### config.mk
export PLATFORM = sky130hd
export DESIGN_NAME = obtb_fifo
export DESIGN_NICKNAME = d
export VERILOG_FILES = /design/src/obtb_fifo.sv
export SDC_FILE = /design/constraint.sdc
export NUM_CORES = 1
export LEC_CHECK = 0
export ABC_AREA = 0
export BUFFER_PORTS_ARGS = -buffer_cell sky130_fd_sc_hd__buf_4
export CAP_MARGIN = 0
export CORE_MARGIN = 5
export CORE_UTILIZATION = 45
export CTS_BUF_LIST = sky130_fd_sc_hd__clkbuf_4 sky130_fd_sc_hd__clkbuf_8
export CTS_CLUSTER_DIAMETER = 80
export DETAILED_ROUTE_END_ITERATION = 12
export GPL_ROUTABILITY_DRIVEN = 0
export PLACE_DENSITY = 0.7
export SYNTH_ARGS = -nofsm -noshare
export SYNTH_HDL_FRONTEND = slang
export SYNTH_SLANG_ARGS = --single-unit
### constraint.sdc
create_clock -name clk -period 1.9 [get_ports clk]
set_input_delay 0.285 -clock clk [delete_from_list [all_inputs] [get_ports clk]]
set_output_delay 0.285 -clock clk [all_outputs]
set_load 0.02 [all_outputs]
### src/obtb_fifo.sv
// Register-based first-in first-out queue with a power-of-two depth.
// No dependencies.
`default_nettype none

module obtb_fifo #(
    parameter int W     = 8,
    parameter int DEPTH = 2
) (
    input  wire logic         clk,
    input  wire logic         rst_n,
    input  wire logic         wr_en,
    input  wire logic [W-1:0] wr_data,
    output logic              full,
    input  wire logic         rd_en,
    output logic [W-1:0]      rd_data,
    output logic              empty
);

    localparam int AW = $clog2(DEPTH);
    localparam int CW = $clog2(DEPTH + 1);

    logic [W-1:0]  mem_reg [DEPTH];
    logic [AW-1:0] wr_ptr_reg, wr_ptr_next;
    logic [AW-1:0] rd_ptr_reg, rd_ptr_next;
    logic [CW-1:0] count_reg, count_next;
    logic          do_wr, do_rd;

    assign full    = (count_reg == CW'(DEPTH));
    assign empty   = (count_reg == '0);
    assign rd_data = mem_reg[rd_ptr_reg];
    assign do_wr   = wr_en && !full;
    assign do_rd   = rd_en && !empty;

    always_comb
    begin
        wr_ptr_next = do_wr ? wr_ptr_reg + 1'b1 : wr_ptr_reg;
        rd_ptr_next = do_rd ? rd_ptr_reg + 1'b1 : rd_ptr_reg;
        count_next  = count_reg;
        if (do_wr && !do_rd)
        begin
            count_next = count_reg + 1'b1;
        end
        else if (do_rd && !do_wr)
        begin
            count_next = count_reg - 1'b1;
        end
    end

    always_ff @(posedge clk or negedge rst_n)
    begin
        if (!rst_n)
        begin
            wr_ptr_reg <= '0;
            rd_ptr_reg <= '0;
            count_reg  <= '0;
        end
        else
        begin
            wr_ptr_reg <= wr_ptr_next;
            rd_ptr_reg <= rd_ptr_next;
            count_reg  <= count_next;
        end
    end

    always_ff @(posedge clk)
    begin
        if (do_wr)
        begin
            mem_reg[wr_ptr_reg] <= wr_data;
        end
    end

endmodule

`default_nettype wire

# Word level (Yosys, flattened, before mapping)

Memory sizes are Yosys's and may differ from the RTL's.
Cells that the tools add are included.

Input bits: 12
Register bits after elaboration: 4
Memories kept: 1
Logic and storage cells: 23
Bits in writable memories: 16
Output and inout bits: 10

Add/subtract/negate cells: 4
Muxes and demuxes: 4
Equal/unequal tests: 1
Reduce and logical (&&, ||, !) cells: 10

Memories:

| memory  | words | bits a word | rd ports | clocked after memory_dff | write ports | line | RTL |
|---|---|---|---|---|---|---|---|
| mem_reg | 2     | 8           | 1        | 0                        | 1           | 22   | `logic [W-1:0] mem_reg [DEPTH];` |

Operator list:

| kind                                              | number |
|---|---|
| logical AND 1 bit                                 | 4 |
| zero test 1 bit                                   | 4 |
| two-way mux 2 bit                                 | 2 |
| adder 1 bit (second input constant)               | 2 |
| adder 2 x 1 -> 2 bit (second input constant)      | 1 |
| == test 2 bit (second input constant)             | 1 |
| zero test 2 bit                                   | 1 |
| two-way mux 1 bit                                 | 2 |
| nonzero test 2 bit                                | 1 |
| subtractor 2 x 1 -> 2 bit (second input constant) | 1 |

# Depth between registers and ports, before layout

Word-level depth: 7
Depth in mapped cells: 7
Mapped depth without buffers: 7

# Least setup slack after synthesis

OpenSTA, ideal clock, no wires.

Path type: register -> register
From: register count_reg[0]
To: memory mem_reg[0][0], enable pin
Arrival: 1.022 ns
Data required time: 1.530 ns
Clock period less this slack: 1.392 ns
Path slack: 0.508 ns
Stages on the path, launching flop included: 4
Path buffers: 0
Library setup time: 0.370 ns
Path through: dfrtp_1 -> nand2b_1 -> nand2_2 -> nor2_1

Cells in the longest elaborated chain, start to end: 5

RTL lines:

| what                                    | line | RTL |
|---|---|---|
| start: declaration                      | 25   | `logic [CW-1:0] count_reg, count_next;` |
| start signal: assignment                | 61   | `count_reg <= count_next;` |
| == test 2 bit                           | 28   | `assign full = (count_reg == CW'(DEPTH));` |
| zero test 1 bit                         | 31   | `assign do_wr = wr_en && !full;` |
| logical AND 1 bit                       | 31   |  |
| two-way mux 1 bit                       | 67   | `if (do_wr)` |
| two-way mux 1 bit (not written as such) | 69   | `mem_reg[wr_ptr_reg] <= wr_data;` |
| end: declaration                        | 22   |  |

Every way passes these cells.

# Worst setup path in the final report

From: register rd_ptr_reg
To: output port rd_data[0]

Cells in the longest elaborated chain, start to end: 1

RTL lines:

| what                     | line | RTL |
|---|---|---|
| start: declaration       | 24   | `logic [AW-1:0] rd_ptr_reg, rd_ptr_next;` |
| start signal: assignment | 60   | `rd_ptr_reg <= rd_ptr_next;` |
| memory (2 x 8 bit)       | n/a  |  |
| end: declaration         | 15   | `output logic [W-1:0] rd_data,` |

Every way passes these cells.

==> reports/metrics.cfg <==
[detailed_routing]
drtAntennaViolNets = 0
firstDrtPassIters = 2
drt-total-wl_mm = 1.16
route.detailed.drc = 0
post_drt_wl_per_cell_microns = 13.4
avgViaCountPerCell = 4.90
initialDrtViolationCount = 2
vias = 426

[cts]
root_buffer = clkbuf_4
cts_buffers = 3
postCtsHoldBufs = 1
post_cts_resized = 0
clockBufferDepth = 2
htree_levels = 1
clock_latency_ns = 0.30
tritoncts = built
post_cts_buffers = 0
cts_sinks = 20
clkTransAtPathRegs_ns = 0.11

[critical_path]
start_kind = flop
critPathArrivalTime_ns = 1.43
critical_path_required_ns = 1.62
worstSetupPathType = reg2out
endpoint_kind = output port
critPathMaxFanout = 9

[final_layout]
finalInstanceArea_sq_um = 1030
drive_gt1_frac = 0.429
synthToLayoutAreaGrowth_pct = 31.2
final_nets = 84
seq_area_sq_um = 581
num_antenna_cells = 0
fill_cells = 136
multi_input_comb_area_sq_um = 189
fin_cells = 87
largest_reg_flops = 16

[floorplanning]
core_sq_um = 1690
chipWidth_microns = 51.7
top_level_ports = 22
dieArea_sq_um = 2670
rows = 15
die_height_microns = 51.7
start_util = 0.463

[synth]
syn_area_per_cell_sq_um = 17.8
synthCells = 44
synthesis.area_sq_um = 782
yosys_warnings = 0
synth.distinct_cells = 15
synth_seq_cells = 20
seq_area_frac_synth = 0.742
synth_nets = 57

[global_route]
grt_pass1_wl_mm = 1.81
grt_pass1_vias = 449
grt_antenna_before_repair = 0
grt_max_degree = 13
grtUsageTotal = 0.0964
grt_overflow = 0

[job]
cap_violations = 0

[timing]
worst_slew_pin_slew_ns = 0.410
min_period_over_period = 0.901
max_freq_ghz = 0.584
hold_viol = 0
slew_violations = 0
layout_setup_ws_ns = 0.188
setup-tns-final_ns = 0
slew_headroom = 0.727
finClkSkew_ns = 0.0121
setup_viol = 0
rsz0062_at_grt = false
period_minus_slack_ns = 1.71

[placement]
post-place-ws_ns = 0.419
numPortBuffers = 21
dpl-instance-area_sq_um = 963
dpl.cell_count = 82
dp.final_hpwl_microns = 864

[pwr]
p_switching_w = 0.000516
p_total_w = 0.00164
seqPwrFrac = 0.431
power_frac_comb = 0.363
p_clk_frac = 0.206
swShare = 0.315
internal-power_w = 0.00112
power_leakage_nw = 0.429
power_density_nw_per_um2 = 1600
worst_ir_drop_vdd_mv = 0.792

[run_status]
status = completed

[hold_path]
hold_class = in2reg

[cells in the mapped netlist]
library cell	n	share of area
mux2_2	2	0.029
xnor2_1	2	0.022
mux2_1	6	0.086
nand2b_1	1	0.0080
nor2_1	3	0.014
o21ai_1	1	0.0064
xor2_1	2	0.022
nand2_2	1	0.0080
edfxtp_1	16	0.61
buf_2	1	0.0064
ha_1	1	0.016
dfrtp_1	4	0.13
xnor2_2	1	0.021
and3_1	1	0.0080
inv_1	2	0.0096
[layout by cell type (no fill, tap or decap)]
cell type / instances
nand2_2: 1
xor2_1: 2
xnor2_1: 2
edfxtp_1: 16
dlygate4sd3_1: 1
mux2_1: 6
o21ai_1: 1
xnor2_2: 1
and3_1: 1
dfrtp_1: 4
buf_4: 22
inv_1: 2
nor2_1: 3
bufinv_16: 1
nand2b_1: 1
ha_1: 1
mux2_2: 2
clkbuf_4: 3
[area by class of cell]
class                           instances  area share
Multi-Input combinational cell         21       0.184
Timing Repair Buffer                   23       0.171
Inverter                                2     0.00732
Sequential cell                        20       0.566
Clock inverter                          1      0.0293
Clock buffer                            3      0.0220
Tap cell                               17      0.0207
[critical path, cell delays in order (launching register included)]
cell and delay, ns:
dfrtp_1 0.59, mux2_2 0.39, buf_4 0.16
[layer usage]
metal | GRT usage | up-vias | share of wire
li1 | - | 209 | -
met1 | 0.103 | 203 | 0.41
met2 | 0.169 | 12 | 0.53
met3 | 0.0115 | 2 | 0.046
met4 | 0.0786 | 0 | 0.014
met5 | 0 | - | 0
[worst paths after layout]
path                         startpoint       endpoint  slack (ns)  cells past startpoint
hold / removal               wr_data[3]  mem_reg[0][3]        0.16                      1
hold reg to reg              wr_ptr_reg     wr_ptr_reg        0.53                      1
min in group asynchronous         rst_n     wr_ptr_reg        0.30                      2
max in group asynchronous         rst_n     rd_ptr_reg        1.48                      2
setup reg to reg           count_reg[0]   count_reg[1]        0.41                      7
setup / recovery             rd_ptr_reg     rd_data[0]        0.19                      2
[through the flow]
| step | util | hold WS (ns) |
|---|---|---|
| after floorplan | - | -0.0106 |
| after global placement | 0.570 | 0.0853 |
| after detailed placement | 0.570 | 0.0853 |
| after CTS | 0.607 | 0.153 |
| after global routing | 0.607 | 0.148 |
| final | 0.607 | 0.160 |
[cells by family after synthesis]
logic type / after synthesis / share of synthesized area
DFF: 20 / 0.742
muxes: 8 / 0.115
and+or+nand+nor: 6 / 0.0384
xor gates and xnor gates: 5 / 0.0656
buffers and inverters: 3 / 0.0160
AOI/OAI and AO/OA: 1 / 0.00639
adders and majority gates: 1 / 0.0160
[power groups by stage]
stage               combinational, W  sequential, W  clock (W)
finish                      0.000595       0.000705   0.000337
global route                0.000644       0.000723   0.000364
CTS                         0.000608       0.000710   0.000345
detailed placement          0.000603       0.000721          0
global placement            0.000592       0.000717          0
floorplan                   0.000422       0.000668          0
Note: power is estimated with default switching activity, not from simulation.
