**config.mk**
```make
export PLATFORM = sky130hd
export DESIGN_NAME = obtb_front
export DESIGN_NICKNAME = d
export VERILOG_FILES = /design/src/obtb_pkg.sv /design/src/obtb_fifo.sv /design/src/obtb_front.sv
export SDC_FILE = /design/constraint.sdc
export NUM_CORES = 1
export LEC_CHECK = 0
export BUFFER_PORTS_ARGS = -buffer_cell sky130_fd_sc_hd__buf_2
export CAP_MARGIN = 20
export CORE_AREA = 2 2 393 395
export DETAILED_ROUTE_END_ITERATION = 8
export DIE_AREA = 0 0 395 397
export PLACE_DENSITY_LB_ADDON = 0.3
export SLEW_MARGIN = 10
export SYNTH_ARGS = -nofsm -noshare
export SYNTH_HDL_FRONTEND = slang
export SYNTH_SLANG_ARGS = --single-unit
```
**constraint.sdc**
```tcl
create_clock -name clk -period 17.6 [get_ports clk]
set_input_delay 3.52 -clock clk [delete_from_list [all_inputs] [get_ports clk]]
set_output_delay 3.52 -clock clk [all_outputs]
set_load 0.02 [all_outputs]
```
**src/obtb_pkg.sv**
```systemverilog
// Shared types and constants of the oriented box bounds block.
// No dependencies; the top level, the front end and the engine import this package.
`default_nettype none

package obtb_pkg;

    typedef struct packed {
        logic signed [31:0] m_r0_c0;
        logic signed [31:0] m_r0_c1;
        logic signed [31:0] m_r0_c2;
        logic signed [31:0] m_r0_c3;
        logic signed [31:0] m_r1_c0;
        logic signed [31:0] m_r1_c1;
        logic signed [31:0] m_r1_c2;
        logic signed [31:0] m_r1_c3;
        logic signed [31:0] m_r2_c0;
        logic signed [31:0] m_r2_c1;
        logic signed [31:0] m_r2_c2;
        logic signed [31:0] m_r2_c3;
    } in_word_t;

    typedef struct packed {
        logic [2:0]         kind;
        logic signed [31:0] vx;
        logic signed [31:0] vy;
        logic signed [31:0] vz;
        logic               last;
    } out_word_t;

    // Corner registers, element 0 is x.
    typedef struct packed {
        logic [2:0][31:0] a;
        logic [2:0][31:0] b;
    } box_cfg_t;

    typedef enum logic [2:0] {
        REG_A_X = 3'd0,
        REG_A_Y = 3'd1,
        REG_A_Z = 3'd2,
        REG_B_X = 3'd3,
        REG_B_Y = 3'd4,
        REG_B_Z = 3'd5
    } cfg_reg_t;

    typedef enum logic [2:0] {
        KIND_MAX    = 3'd0,
        KIND_MIN    = 3'd1,
        KIND_CENTER = 3'd2,
        KIND_AXIS_X = 3'd3,
        KIND_AXIS_Y = 3'd4,
        KIND_AXIS_Z = 3'd5,
        KIND_HALF   = 3'd6
    } kind_t;

    // Bit c set means the corner takes coordinate c from corner B.
    function automatic logic [2:0] corner_sel(input logic [2:0] idx);
        logic [2:0] s;
        case (idx)
            3'd0:    s = 3'b000;
            3'd1:    s = 3'b111;
            3'd2:    s = 3'b010;
            3'd3:    s = 3'b100;
            3'd4:    s = 3'b110;
            3'd5:    s = 3'b001;
            3'd6:    s = 3'b101;
            default: s = 3'b011;
        endcase
        return s;
    endfunction

endpackage

`default_nettype wire

```
**src/obtb_fifo.sv**
```systemverilog
// Register-based first-in first-out queue with a power-of-two depth.
// No dependencies.
`default_nettype none

module obtb_fifo #(
    parameter int W     = 8,
    parameter int DEPTH = 2
) (
    input  wire logic         clk,
    input  wire logic         rst_n,
    input  wire logic         wr_en,
    input  wire logic [W-1:0] wr_data,
    output logic              full,
    input  wire logic         rd_en,
    output logic [W-1:0]      rd_data,
    output logic              empty
);

    localparam int AW = $clog2(DEPTH);
    localparam int CW = $clog2(DEPTH + 1);

    logic [W-1:0]  mem_reg [DEPTH];
    logic [AW-1:0] wr_ptr_reg, wr_ptr_next;
    logic [AW-1:0] rd_ptr_reg, rd_ptr_next;
    logic [CW-1:0] count_reg, count_next;
    logic          do_wr, do_rd;

    assign full    = (count_reg == CW'(DEPTH));
    assign empty   = (count_reg == '0);
    assign rd_data = mem_reg[rd_ptr_reg];
    assign do_wr   = wr_en && !full;
    assign do_rd   = rd_en && !empty;

    always_comb
    begin
        wr_ptr_next = do_wr ? wr_ptr_reg + 1'b1 : wr_ptr_reg;
        rd_ptr_next = do_rd ? rd_ptr_reg + 1'b1 : rd_ptr_reg;
        count_next  = count_reg;
        if (do_wr && !do_rd)
        begin
            count_next = count_reg + 1'b1;
        end
        else if (do_rd && !do_wr)
        begin
            count_next = count_reg - 1'b1;
        end
    end

    always_ff @(posedge clk or negedge rst_n)
    begin
        if (!rst_n)
        begin
            wr_ptr_reg <= '0;
            rd_ptr_reg <= '0;
            count_reg  <= '0;
        end
        else
        begin
            wr_ptr_reg <= wr_ptr_next;
            rd_ptr_reg <= rd_ptr_next;
            count_reg  <= count_next;
        end
    end

    always_ff @(posedge clk)
    begin
        if (do_wr)
        begin
            mem_reg[wr_ptr_reg] <= wr_data;
        end
    end

endmodule

`default_nettype wire

```
**src/obtb_front.sv**
```systemverilog
// Front end: corner registers and the queue of accepted matrix words.
// Depends on obtb_pkg and obtb_fifo.
`default_nettype none

module obtb_front
    import obtb_pkg::*;
#(
    parameter int IN_DEPTH = 2
) (
    input  wire logic      clk,
    input  wire logic      rst_n,
    input  wire logic      push,
    output logic           full,
    input  wire in_word_t  in_word,
    input  wire logic      cfg_wr_en,
    input  wire logic [2:0] cfg_index,
    input  wire logic [31:0] cfg_wdata,
    output logic           q_valid,
    input  wire logic      q_pop,
    output in_word_t       q_word,
    output box_cfg_t       box
);

    box_cfg_t box_reg;
    logic     q_empty;

    always_ff @(posedge clk or negedge rst_n)
    begin
        if (!rst_n)
        begin
            box_reg <= '0;
        end
        else if (cfg_wr_en)
        begin
            case (cfg_index)
                REG_A_X: box_reg.a[0] <= cfg_wdata;
                REG_A_Y: box_reg.a[1] <= cfg_wdata;
                REG_A_Z: box_reg.a[2] <= cfg_wdata;
                REG_B_X: box_reg.b[0] <= cfg_wdata;
                REG_B_Y: box_reg.b[1] <= cfg_wdata;
                REG_B_Z: box_reg.b[2] <= cfg_wdata;
                default: ;
            endcase
        end
    end

    assign box     = box_reg;
    assign q_valid = !q_empty;

    obtb_fifo #(
        .W     ($bits(in_word_t)),
        .DEPTH (IN_DEPTH)
    ) u_in_q (
        .clk     (clk),
        .rst_n   (rst_n),
        .wr_en   (push),
        .wr_data (in_word),
        .full    (full),
        .rd_en   (q_pop),
        .rd_data (q_word),
        .empty   (q_empty)
    );

endmodule

`default_nettype wire

```
# --- Word-level counts from Yosys, hierarchy flattened ---
# Memory sizes are Yosys's and may differ from the RTL's.
# Cells that the tools add are included.
op_classes:
  n_addsub: 4
  n_eq_ne: 6
  muxes: 4
  reduce_logical: 17
op_table:
  columns: ["op", "n"]
  rows:
  - ["AND reduction 2 bit", 6]
  - ["equality test 3 x 2 -> 1 bit, second input constant", 2]
  - ["equality test 3 bit, second input constant", 2]
  - ["logical AND 1 bit", 4]
  - ["zero test 1 bit", 4]
  - ["two-way mux 2 bit", 2]
  - ["equality test 3 x 1 -> 1 bit, second input constant", 1]
  - ["zero test 3 bit", 1]
  - ["adder 1 bit, second input constant", 2]
  - ["adder 2 x 1 -> 2 bit, second input constant", 1]
  - ["equality test 2 bit, second input constant", 1]
  - ["zero test 2 bit", 1]
  - ["two-way mux 1 bit", 2]
  - ["nonzero test 2 bit", 1]
  - ["subtractor 2 x 1 -> 2 bit, second input constant", 1]
totals:
  reg_bits: 196
  ram_bits: 768
  inputBits: 424
  output_inout_bits: 578
  wordCells: 41
  mem_count: 1
memory_table:
  columns: ["name", "depth", "word_bits", "read_ports", "rd_ports_with_merged_regs", "write_ports", "line_no", "source"]
  rows:
  - ["u_in_q.mem_reg", 2, 384, 1, 0, 1, "obtb_fifo.sv:22", "logic [W-1:0] mem_reg [DEPTH];"]

# --- Longest topological paths before layout ---
# Gate-level depths: netlist (run 1).
logic_depth:
  depth_word: 7
  depth_mapped: 7
  mapped_depth_nobuf: 7

# --- Cells and area by module ---
# A second synthesis (run 1) with hierarchy kept.
hier_totals:
  hier_cells: 1626
  area_unflattened_um2: 35604.1
by_module_without_submodules:
  columns: ["module", "instances", "cells_each", "area_each_um2", "seq_area_each_um2"]
  rows:
  - ["obtb_fifo", 1, 1214, 28160.8, 23162.2]
  - ["obtb_front", 1, 412, 7443.4, 4804.6]

# --- Worst setup path after synthesis (run 1) ---
# No wires, ideal clock.
synth_timing:
  kind: "input to register"
  from: "in push"
  to: "mem u_in_q.mem_reg[0][0] (netlist name), enable pin"
  setup_ps: 1138
  t_arrival_ps: 19498
  t_required_ps: 16462
  path_slack_ps: -3036
  path_stages: 2
  n_path_buf: 0
  path_cell_list: "nand2_1 nor2_1"
synth_via:
  elab_chain_cells: 3
synth_lines:
  columns: ["element", "line_no", "source"]
  rows:
  - ["from (decl)", "obtb_front.sv:12", "input wire logic push,"]
  - ["logical AND 1 bit", "obtb_fifo.sv:31", "assign do_wr = wr_en && !full;"]
  - ["two-way mux 1 bit", "obtb_fifo.sv:67", "if (do_wr)"]
  - ["two-way mux 1 bit (not written as such)", "obtb_fifo.sv:69", "mem_reg[wr_ptr_reg] <= wr_data;"]
  - ["to (decl)", "obtb_fifo.sv:22", null]
# No other way between the ends.

==> results of run 1 <==
-- critical path, cell delays in order, from the launching register on --
cell     delay [ns]
dfrtp_4        1.06
buf_4          0.85
buf_4          0.91
mux2_2         0.43
buf_2          0.17
-- layer usage --
| metal | vias up | part of all wire | wire [µm] | GRT usage |
|---|---|---|---|---|
| met5 | - | 0.0024 | 266 | 0 |
| met4 | 36 | 0.032 | 3580 | 0.0528 |
| met3 | 230 | 0.094 | 10400 | 0.0528 |
| met2 | 835 | 0.49 | 53700 | 0.222 |
| met1 | 9784 | 0.39 | 42600 | 0.157 |
| li1 | 8504 | - | - | - |
-- worst paths after layout --
kind | end | cells past startpoint | slack (ns)
min in group asynchronous | box[174]$_DFFE_PN0P_ | 1 | 2.93
max in group asynchronous | box[93]$_DFFE_PN0P_ | 3 | 12.64
worst max-delay path | q_word[158] | 4 | 9.78
worst max register to register | u_in_q.mem_reg[0][120]$_DFFE_PP_ | 6 | 13.82
worst min register to register | box[36]$_DFFE_PN0P_ | 1 | 0.48
worst min-delay path | box[36]$_DFFE_PN0P_ | 1 | 0.48
-- synthesized netlist by cell type --
cell type,n
buf_6,6
edfxtp_1,768
nor4bb_1,2
clkbuf_1,4
nand4b_1,2
nor3_2,1
nor2_1,2
xor2_1,2
nor4b_4,1
buf_12,3
inv_1,2
xnor2_1,3
or2_2,1
mux2_1,6
nand2b_1,1
buf_4,7
mux2_4,30
nand2_1,3
buf_2,44
mux2_2,540
dfrtp_1,196
ha_1,1
and3_1,1
-- where the power goes --
| group | internal, W | switching [W] | leakage [nW] |
|---|---|---|---|
| clock network | 0.00126 | 0.000908 | 1.66 |
| logic | 0.000888 | 0.00159 | 6.58 |
| registers | 0.00306 | 0.000185 | 9.48 |
-- kinds of logic (layout without fill, tap and decap cells) --
kind of cell	Yosys count	in the layout	share of synthesized area
flops	964	964	0.796
buf+inv	66	1222	0.0120
simple gates	14	14	0.00310
mux	576	576	0.188
fa+ha+maj	1	1	0.000356
xor+xnor	5	5	0.00125
other cells	0	20	0
-- area by class of cell --
type | instances | area, µm² | area share
inverters | 2 | 7.51 | 0.000163
flip-flops and latches | 964 | 28000 | 0.607
multi-input cells | 596 | 6810 | 0.148
well taps | 2044 | 2560 | 0.0555
clock inverters | 53 | 597 | 0.0130
diodes | 20 | 50.0 | 0.00109
repair buffers | 1025 | 5210 | 0.113
clock buffers | 142 | 2860 | 0.0620
-- per-stage QoR --
stage / utilization / hold slack [ns]
floorplan: - / 0.456
global placement: 0.278 / 0.465
detailed placement: 0.278 / 0.474
CTS: 0.301 / 0.487
global route: 0.301 / 0.505
finish: 0.301 / 0.482
==> key figures, run 1 <==
Status
  • Outcome: finished clean

Detailed routing
  • DR vias: 19400
  • Initial DRT Pass Iterations: 5
  • DRC Markers: 0
  • Final wirelength: 111000 µm
  • WL per Instance: 22.8 µm
  • Number of vias per cell: 4.00
  • Post-route ant nets: 0
  • DRT iter0 DRCs: 990

Synthesis
  • Cell Area, Synth: 35200 µm²
  • Dominant cells by area after synthesis: edfxtp_1 (66%), mux2_2 (17%), dfrtp_1 (14%)
  • Post-synth cell types: 23
  • Total nets after synthesis: 2051
  • Post-synth top area cell: edfxtp_1
  • Syn Area/Cell: 21.6 µm²
  • Syn. warnings: 0
  • Synth Instances: 1626
  • Yosys top cell area share: 0.656
  • Synth Register Bits: 964
  • Post-synthesis sequential area ratio: 0.796

Placed design
  • DP Worst Slack: 10.47 ns
  • DP Wirelength: 82400 µm
  • DP Cell Count: 4631
  • Placed Area: 42600 µm²
  • Port Buffers: 1001
  • Placer Congestion: 0.858

STA
  • Minimum clock period: 7.82 ns
  • RSZ-0062 raised after global routing: false
  • Slew @ Worst Pin: 1.05 ns
  • Tcrit/Tclk final: 0.444
  • Setup TNS: 0 ns
  • Fmax achieved: 128 MHz
  • Slew headroom: 0.297
  • Post-route setup slack: 9.78 ns
  • Final setup fails: 0
  • Worst Clk Skew: 0.0495 ns
  • Fin. Hold Viols: 0
  • Max Slew Vio Count: 0

Clocking
  • Clock buffer depth: 3
  • H-tree level count: 3
  • CTS Hold Buffers Added: 0
  • Clk_lat worst skew: 0.73 ns
  • Reg clk slew, reported paths: 0.06 ns
  • Clock tree root buffer cell: clkbuf_16
  • CTS resizes: 0
  • Clock Sinks: 964
  • Post-CTS setup buffer count: 0
  • TritonCTS clock tree: built
  • TritonCTS Buffers: 105

Finish
  • Design Area, Final: 46100 µm²
  • # fillers: 15300
  • Max reg flops: 768
  • Layout area overhead: 31.0%
  • # nets final: 3119
  • Commonest cells after routing, fill and taps aside: buf_2 (1000), edfxtp_1 (768), mux2_2 (540)
  • Layout cell share with drive strength beyond 1: 0.628
  • Commonest non-fill, non-tap cell in the layout: buf_2
  • Non-Filler Instances: 4846

Critical path
  • Crit path launch: u_in_q.rd_ptr_reg$_DFFE_PN0P_
  • CP startpoint kind: register
  • RR Startpoint: u_in_q.count_reg[0]$_DFFE_PN0P_
  • CP Class: register to primary output
  • Nature of the critical path endpoint: primary output
  • CP Max Fanout: 87
  • Crit path arrival time: 4.30 ns
  • Worst EP required: 14.08 ns

Power and ir drop
  • Static Leak: 17.7 nW
  • VDD IR max: 92.7 µV
  • Final total power: 0.00789 W
  • PD cells: 171 nW/µm²

Global route
  • Vias in the first global route: 20100
  • Antenna violations before repair: 68
  • Gr ovfl total: 0
  • Largest net degree at the start of global routing: 138
  • First-pass GRT wire length: 151000 µm
  • Total GRT Usage: 0.134

Die
  • Width of the die: 395 µm
  • Die H: 397 µm
  • Row cnt: 144
  • IO Count: 1002
  • Core area: 153000 µm²
  • Initial core utilization: 0.230
  • Die Area: 157000 µm²

Run
  • Max-cap viol count: 0

Worst hold path
  • Hold_sp: box[36]$_DFFE_PN0P_
  • Worst min-delay path category: register to register
Note: power is estimated with default switching activity, not from simulation.
==> run 2: changes to the inputs <==
--- a/config.mk
+++ b/config.mk
@@ -7,9 +7,9 @@
 export LEC_CHECK = 0
 export BUFFER_PORTS_ARGS = -buffer_cell sky130_fd_sc_hd__buf_2
 export CAP_MARGIN = 20
-export CORE_AREA = 2 2 393 395
+export CORE_AREA = 2 2 385 387
 export DETAILED_ROUTE_END_ITERATION = 8
-export DIE_AREA = 0 0 395 397
+export DIE_AREA = 0 0 387 389
 export PLACE_DENSITY_LB_ADDON = 0.3
 export SLEW_MARGIN = 10
 export SYNTH_ARGS = -nofsm -noshare
==> constraint.sdc (replaced) <==
create_clock -name clk -period 7.93 [get_ports clk]
set_input_delay 1.586 -clock clk [delete_from_list [all_inputs] [get_ports clk]]
set_output_delay 1.586 -clock clk [all_outputs]
set_load 0.02 [all_outputs]
==> key figures, run 2 (synthesis results as in run 1) <==
STA
  • Slew headroom: 0.171
  • Post-route setup slack: 3.25 ns
  • Final setup fails: 0
  • Minimum clock period: 4.68 ns
  • Tcrit/Tclk final: 0.590
  • Setup TNS: 0 ns
  • Max Slew Vio Count: 0
  • Fin. Hold Viols: 0
  • Worst Clk Skew: 0.0225 ns
  • RSZ-0062 raised after global routing: false
  • Hold slack: 0.479 ns
  • Fmax achieved: 214 MHz
  • Slew @ Worst Pin: 1.24 ns

Clocking
  • CTS resizes: 0
  • Clk_lat worst skew: 0.72 ns
  • TritonCTS clock tree: built
  • TritonCTS Buffers: 106
  • Clock tree root buffer cell: clkbuf_16
  • Reg clk slew, reported paths: 0.06 ns
  • Clock Sinks: 964
  • CTS Hold Buffers Added: 0
  • H-tree level count: 3
  • Post-CTS setup buffer count: 0
  • Clock buffer depth: 3

Critical path
  • Crit path arrival time: 3.09 ns
  • CP Class: register to primary output
  • CP startpoint kind: register
  • Nature of the critical path endpoint: primary output
  • Crit-path leading delay family: flip-flops
  • Reg2reg setup slack: 5.27 ns
  • Crit path largest cell delay: 0.74 ns
  • Critical-path cell list: buf_12, mux2_2, buf_2
  • CP Max Fanout: 146
  • CP Buf/Inv Count: 2
  • Worst EP required: 6.34 ns
  • Slowest CP cell: dfrtp_4

Placed design
  • DP Wirelength: 78600 µm
  • Placer Congestion: 0.853
  • Port Buffers: 1001
  • DP Worst Slack: 4.06 ns

Finish
  • Layout cell share with drive strength beyond 1: 0.629
  • Max reg flops: 768
  • # nets final: 3114
  • Layout area overhead: 30.7%
  • Commonest non-fill, non-tap cell in the layout: buf_2
  • # fillers: 14500
  • Commonest cells after routing, fill and taps aside: buf_2 (1000), edfxtp_1 (768), mux2_2 (540)

Global route
  • First-pass GRT wire length: 149000 µm
  • Vias in the first global route: 19700
  • Gr ovfl total: 0
  • GR Util met3: 0.0617
  • Total GRT Usage: 0.139
  • Met1 Track Usage GR: 0.156
  • Met2 Usage GRT: 0.237
  • Busiest grt layer: met2
  • Antenna violations before repair: 57
  • Largest net degree at the start of global routing: 164

Die
  • Die H: 389 µm
  • Width of the die: 387 µm
  • Die Area: 151000 µm²
  • Row cnt: 141
  • Initial core utilization: 0.240
  • IO Count: 1002
  • Core area: 147000 µm²

Power and ir drop
  • Switching pwr: 0.00598 W
  • Clock share of power: 0.277
  • Static Leak: 17.7 nW
  • PD cells: 383 nW/µm²
  • Final total power: 0.0176 W
  • VDD IR max: 331 µV
  • Int Pwr: 0.0116 W
  • Comb power frac: 0.318
  • Switching share of total power: 0.340
  • Flop pwr share: 0.405

Detailed routing
  • WL per Instance: 23.1 µm
  • DRT iter0 DRCs: 980
  • Final wirelength: 109000 µm
  • DR vias: 19400
  • Number of vias per cell: 4.12
  • DRC Markers: 0
  • Initial DRT Pass Iterations: 4
  • Post-route ant nets: 0

Worst hold path
  • Worst min-delay path category: register to register

Status
  • Outcome: finished clean

Run
  • Max-cap viol count: 0
==> run 2: cell count changes in the layout (fill, tap and decap cells not counted), moves of 2 or more <==
cell | before | now
diode_2 | 20 | 6
clkinv_2 | 10 | 14
clkbuf_1 | 29 | 20
clkinvlp_4 | 2 | 0
buf_12 | 1 | 8
clkinv_1 | 23 | 25
buf_4 | 23 | 10
==> run 2: metrics by stage <==
step	std cells	utilization	instance area [µm²]
after floorplan	1626	-	35200
after global placement	4511	0.290	42500
after detailed placement	4511	0.290	42500
after CTS	4703	0.313	45900
after global routing	4703	0.313	45900
final	4709	0.313	45900
==> run 2: area by class of cell <==
cell class | count | area [µm²] | area share
well taps | 1930 | 2410 | 0.0526
clock inverters | 60 | 646 | 0.0141
inverters | 2 | 7.51 | 0.000163
multi-input cells | 596 | 6810 | 0.148
diodes | 6 | 15.0 | 0.000327
clock buffers | 132 | 2810 | 0.0612
flip-flops and latches | 964 | 28000 | 0.609
repair buffers | 1019 | 5250 | 0.114
==> run 2: final timing paths <==
path	start	to	depth (start not counted)
min in group asynchronous	rst_n	box[73]$_DFFE_PN0P_	1
max in group asynchronous	rst_n	box[19]$_DFFE_PN0P_	2
hold / removal	box[37]$_DFFE_PN0P_	box[37]$_DFFE_PN0P_	1
hold reg to reg	box[37]$_DFFE_PN0P_	box[37]$_DFFE_PN0P_	1
setup / recovery	u_in_q.rd_ptr_reg$_DFFE_PN0P_	q_word[242]	3
setup reg to reg	u_in_q.count_reg[0]$_DFFE_PN0P_	u_in_q.mem_reg[0][161]$_DFFE_PP_	5
==> run 2: power by group through the flow <==
stage,sequential [W],clock [W],combinational (W)
2_1_floorplan,0.00757,0,0.00327
3_3_place_gp,0.00721,0,0.00569
3_5_place_dp,0.00722,0,0.00567
4_1_cts,0.00713,0.00504,0.00569
5_1_grt,0.00723,0.00521,0.00588
6_report,0.00713,0.00486,0.00559
==> run 2: per-layer routing <==
layer	vias to the layer above	part of all wire
met3	214	0.10
li1	8476	-
met4	54	0.023
met2	802	0.49
met5	-	0.0033
met1	9852	0.38
==> run 3: changes to the inputs <==
==> constraint.sdc (replaced) <==
create_clock -name clk -period 4.75 [get_ports clk]
set_input_delay 0.95 -clock clk [delete_from_list [all_inputs] [get_ports clk]]
set_output_delay 0.95 -clock clk [all_outputs]
set_load 0.02 [all_outputs]
==> key figures, run 3 (synthesis results as in run 1) <==
Placed design
  • DP Cell Count: 4539
  • DP Wirelength: 82400 µm
  • DP Worst Slack: 1.76 ns
  • Placer Congestion: 0.877
  • Placed Area: 42700 µm²
  • Port Buffers: 1001

Finish
  • Max reg flops: 768
  • # fillers: 14500
  • # nets final: 3140
  • Register area: 28000 µm²
  • Non-Filler Instances: 4748
  • Layout area overhead: 31.2%
  • Commonest cells after routing, fill and taps aside: buf_2 (1000), edfxtp_1 (768), mux2_2 (540)
  • Layout cell share with drive strength beyond 1: 0.633
  • Design Area, Final: 46100 µm²
  • Commonest non-fill, non-tap cell in the layout: buf_2
  • Multi-input gate area: 6830 µm²

Clocking
  • Post-CTS setup buffer count: 0
  • Clk_lat worst skew: 0.71 ns
  • CTS resizes: 0
  • Reg clk slew, reported paths: 0.06 ns
  • TritonCTS clock tree: built
  • Clock tree root buffer cell: clkbuf_16
  • Clock buffer depth: 3
  • Clock Sinks: 964
  • CTS Hold Buffers Added: 0
  • H-tree level count: 3
  • TritonCTS Buffers: 104

STA
  • Final setup fails: 0
  • Slew @ Worst Pin: 0.908 ns
  • Fin. Hold Viols: 0
  • Worst Clk Skew: 0.0391 ns
  • Post-route setup slack: 1.04 ns
  • Minimum clock period: 3.71 ns
  • Slew headroom: 0.395
  • Max Slew Vio Count: 0
  • Tcrit/Tclk final: 0.781
  • RSZ-0062 raised after global routing: false
  • Fmax achieved: 270 MHz

Global route
  • Vias in the first global route: 20200
  • First-pass GRT wire length: 152000 µm
  • Largest net degree at the start of global routing: 104
  • Antenna violations before repair: 71
  • Gr ovfl total: 0
  • Total GRT Usage: 0.141

Detailed routing
  • Initial DRT Pass Iterations: 5
  • DRT iter0 DRCs: 988
  • Post-route ant nets: 0
  • WL per Instance: 23.3 µm
  • Number of vias per cell: 4.13
  • DR vias: 19600
  • DRC Markers: 0
  • Final wirelength: 111000 µm

Die
  • IO Count: 1002
  • Die Area: 151000 µm²
  • Initial core utilization: 0.240
  • Die H: 389 µm
  • Core area: 147000 µm²
  • Width of the die: 387 µm
  • Row cnt: 141

Critical path
  • Nature of the critical path endpoint: primary output
  • Crit path arrival time: 2.76 ns
  • CP Max Fanout: 35
  • Slowest CP cell: dfrtp_4
  • Worst EP required: 3.80 ns
  • Register-to-Register Path Depth: 3
  • Reg2reg end: u_in_q.mem_reg[1][178]$_DFFE_PP_
  • Reg2reg setup slack: 2.24 ns
  • CP startpoint kind: register
  • Crit path largest cell delay: 0.82 ns
  • RR Startpoint: u_in_q.count_reg[0]$_DFFE_PN0P_
  • Critical-path cell list: buf_4, mux2_2, buf_2
  • CP Class: register to primary output

Power and ir drop
  • Static Leak: 17.8 nW
  • PD cells: 634 nW/µm²
  • VDD IR max: 362 µV

Run
  • Max-cap viol count: 0

Worst hold path
  • Worst min-delay path category: primary input to asynchronous set/reset pin

Status
  • Outcome: finished clean
==> run 3: cell count changes in the layout (fill, tap and decap cells not counted), moves of 7 or more <==
| cell | before | now |
|---|---|---|
| buf_4 | 10 | 35 |
| clkbuf_1 | 20 | 30 |
| diode_2 | 6 | 15 |
| clkinv_1 | 25 | 17 |
| clkinv_2 | 14 | 21 |
==> run 3: worst max path at each step <==
stage,start,to,slack [ns],depth (start not counted)
finish,u_in_q.rd_ptr_reg$_DFFE_PN0P_,q_word[215],1.04,3
global route,u_in_q.rd_ptr_reg$_DFFE_PN0P_,q_word[215],0.90,3
CTS,u_in_q.rd_ptr_reg$_DFFE_PN0P_,q_word[215],0.91,3
detailed placement,u_in_q.rd_ptr_reg$_DFFE_PN0P_,q_word[215],1.76,3
global placement,u_in_q.rd_ptr_reg$_DFFE_PN0P_,q_word[136],1.75,3
floorplan,push,u_in_q.mem_reg[0][0]$_DFFE_PP_,-2.33,2
==> run 3: cell type report <==
| class | instances | area share |
|---|---|---|
| Sequential cell | 964 | 0.607 |
| Timing Repair Buffer | 1047 | 0.119 |
| Clock inverter | 56 | 0.0122 |
| Multi-Input combinational cell | 596 | 0.148 |
| Antenna cell | 15 | 0.000814 |
| Tap cell | 1930 | 0.0524 |
| Inverter | 2 | 0.000163 |
| Clock buffer | 138 | 0.0603 |
==> run 3: per-stage QoR <==
stage / total power, W / TNS (ns) / hold WS [ns] / util
floorplan: 0.0181 / -1388.48 / 0.456 / -
global placement: 0.0217 / 0 / 0.465 / 0.291
detailed placement: 0.0217 / 0 / 0.472 / 0.291
CTS: 0.0297 / 0 / 0.261 / 0.314
global route: 0.0305 / 0 / 0.310 / 0.314
finish: 0.0292 / 0 / 0.256 / 0.314
==> run 3: per-layer routing <==
layer	GRT usage	vias to the layer above	part of all wire
met5	0	-	0.0039
li1	-	8549	-
met3	0.0666	238	0.11
met2	0.241	854	0.49
met1	0.153	9883	0.36
met4	0.0488	62	0.029
==> run 3: critical path, delay by kind of cell (launching register included) <==
family	cells	cell delay, ns
buffers and inverters	2	0.70
multiplexers	1	0.39
flip-flops	1	0.82
==> run 3: report_power, final <==
part / total, W / internal [W] / switching, W
sequential: 0.0119 / 0.0113 / 0.000627
clock: 0.00787 / 0.00447 / 0.00340
combinational: 0.00942 / 0.00345 / 0.00597
total: 0.0292 / 0.0192 / 0.0100
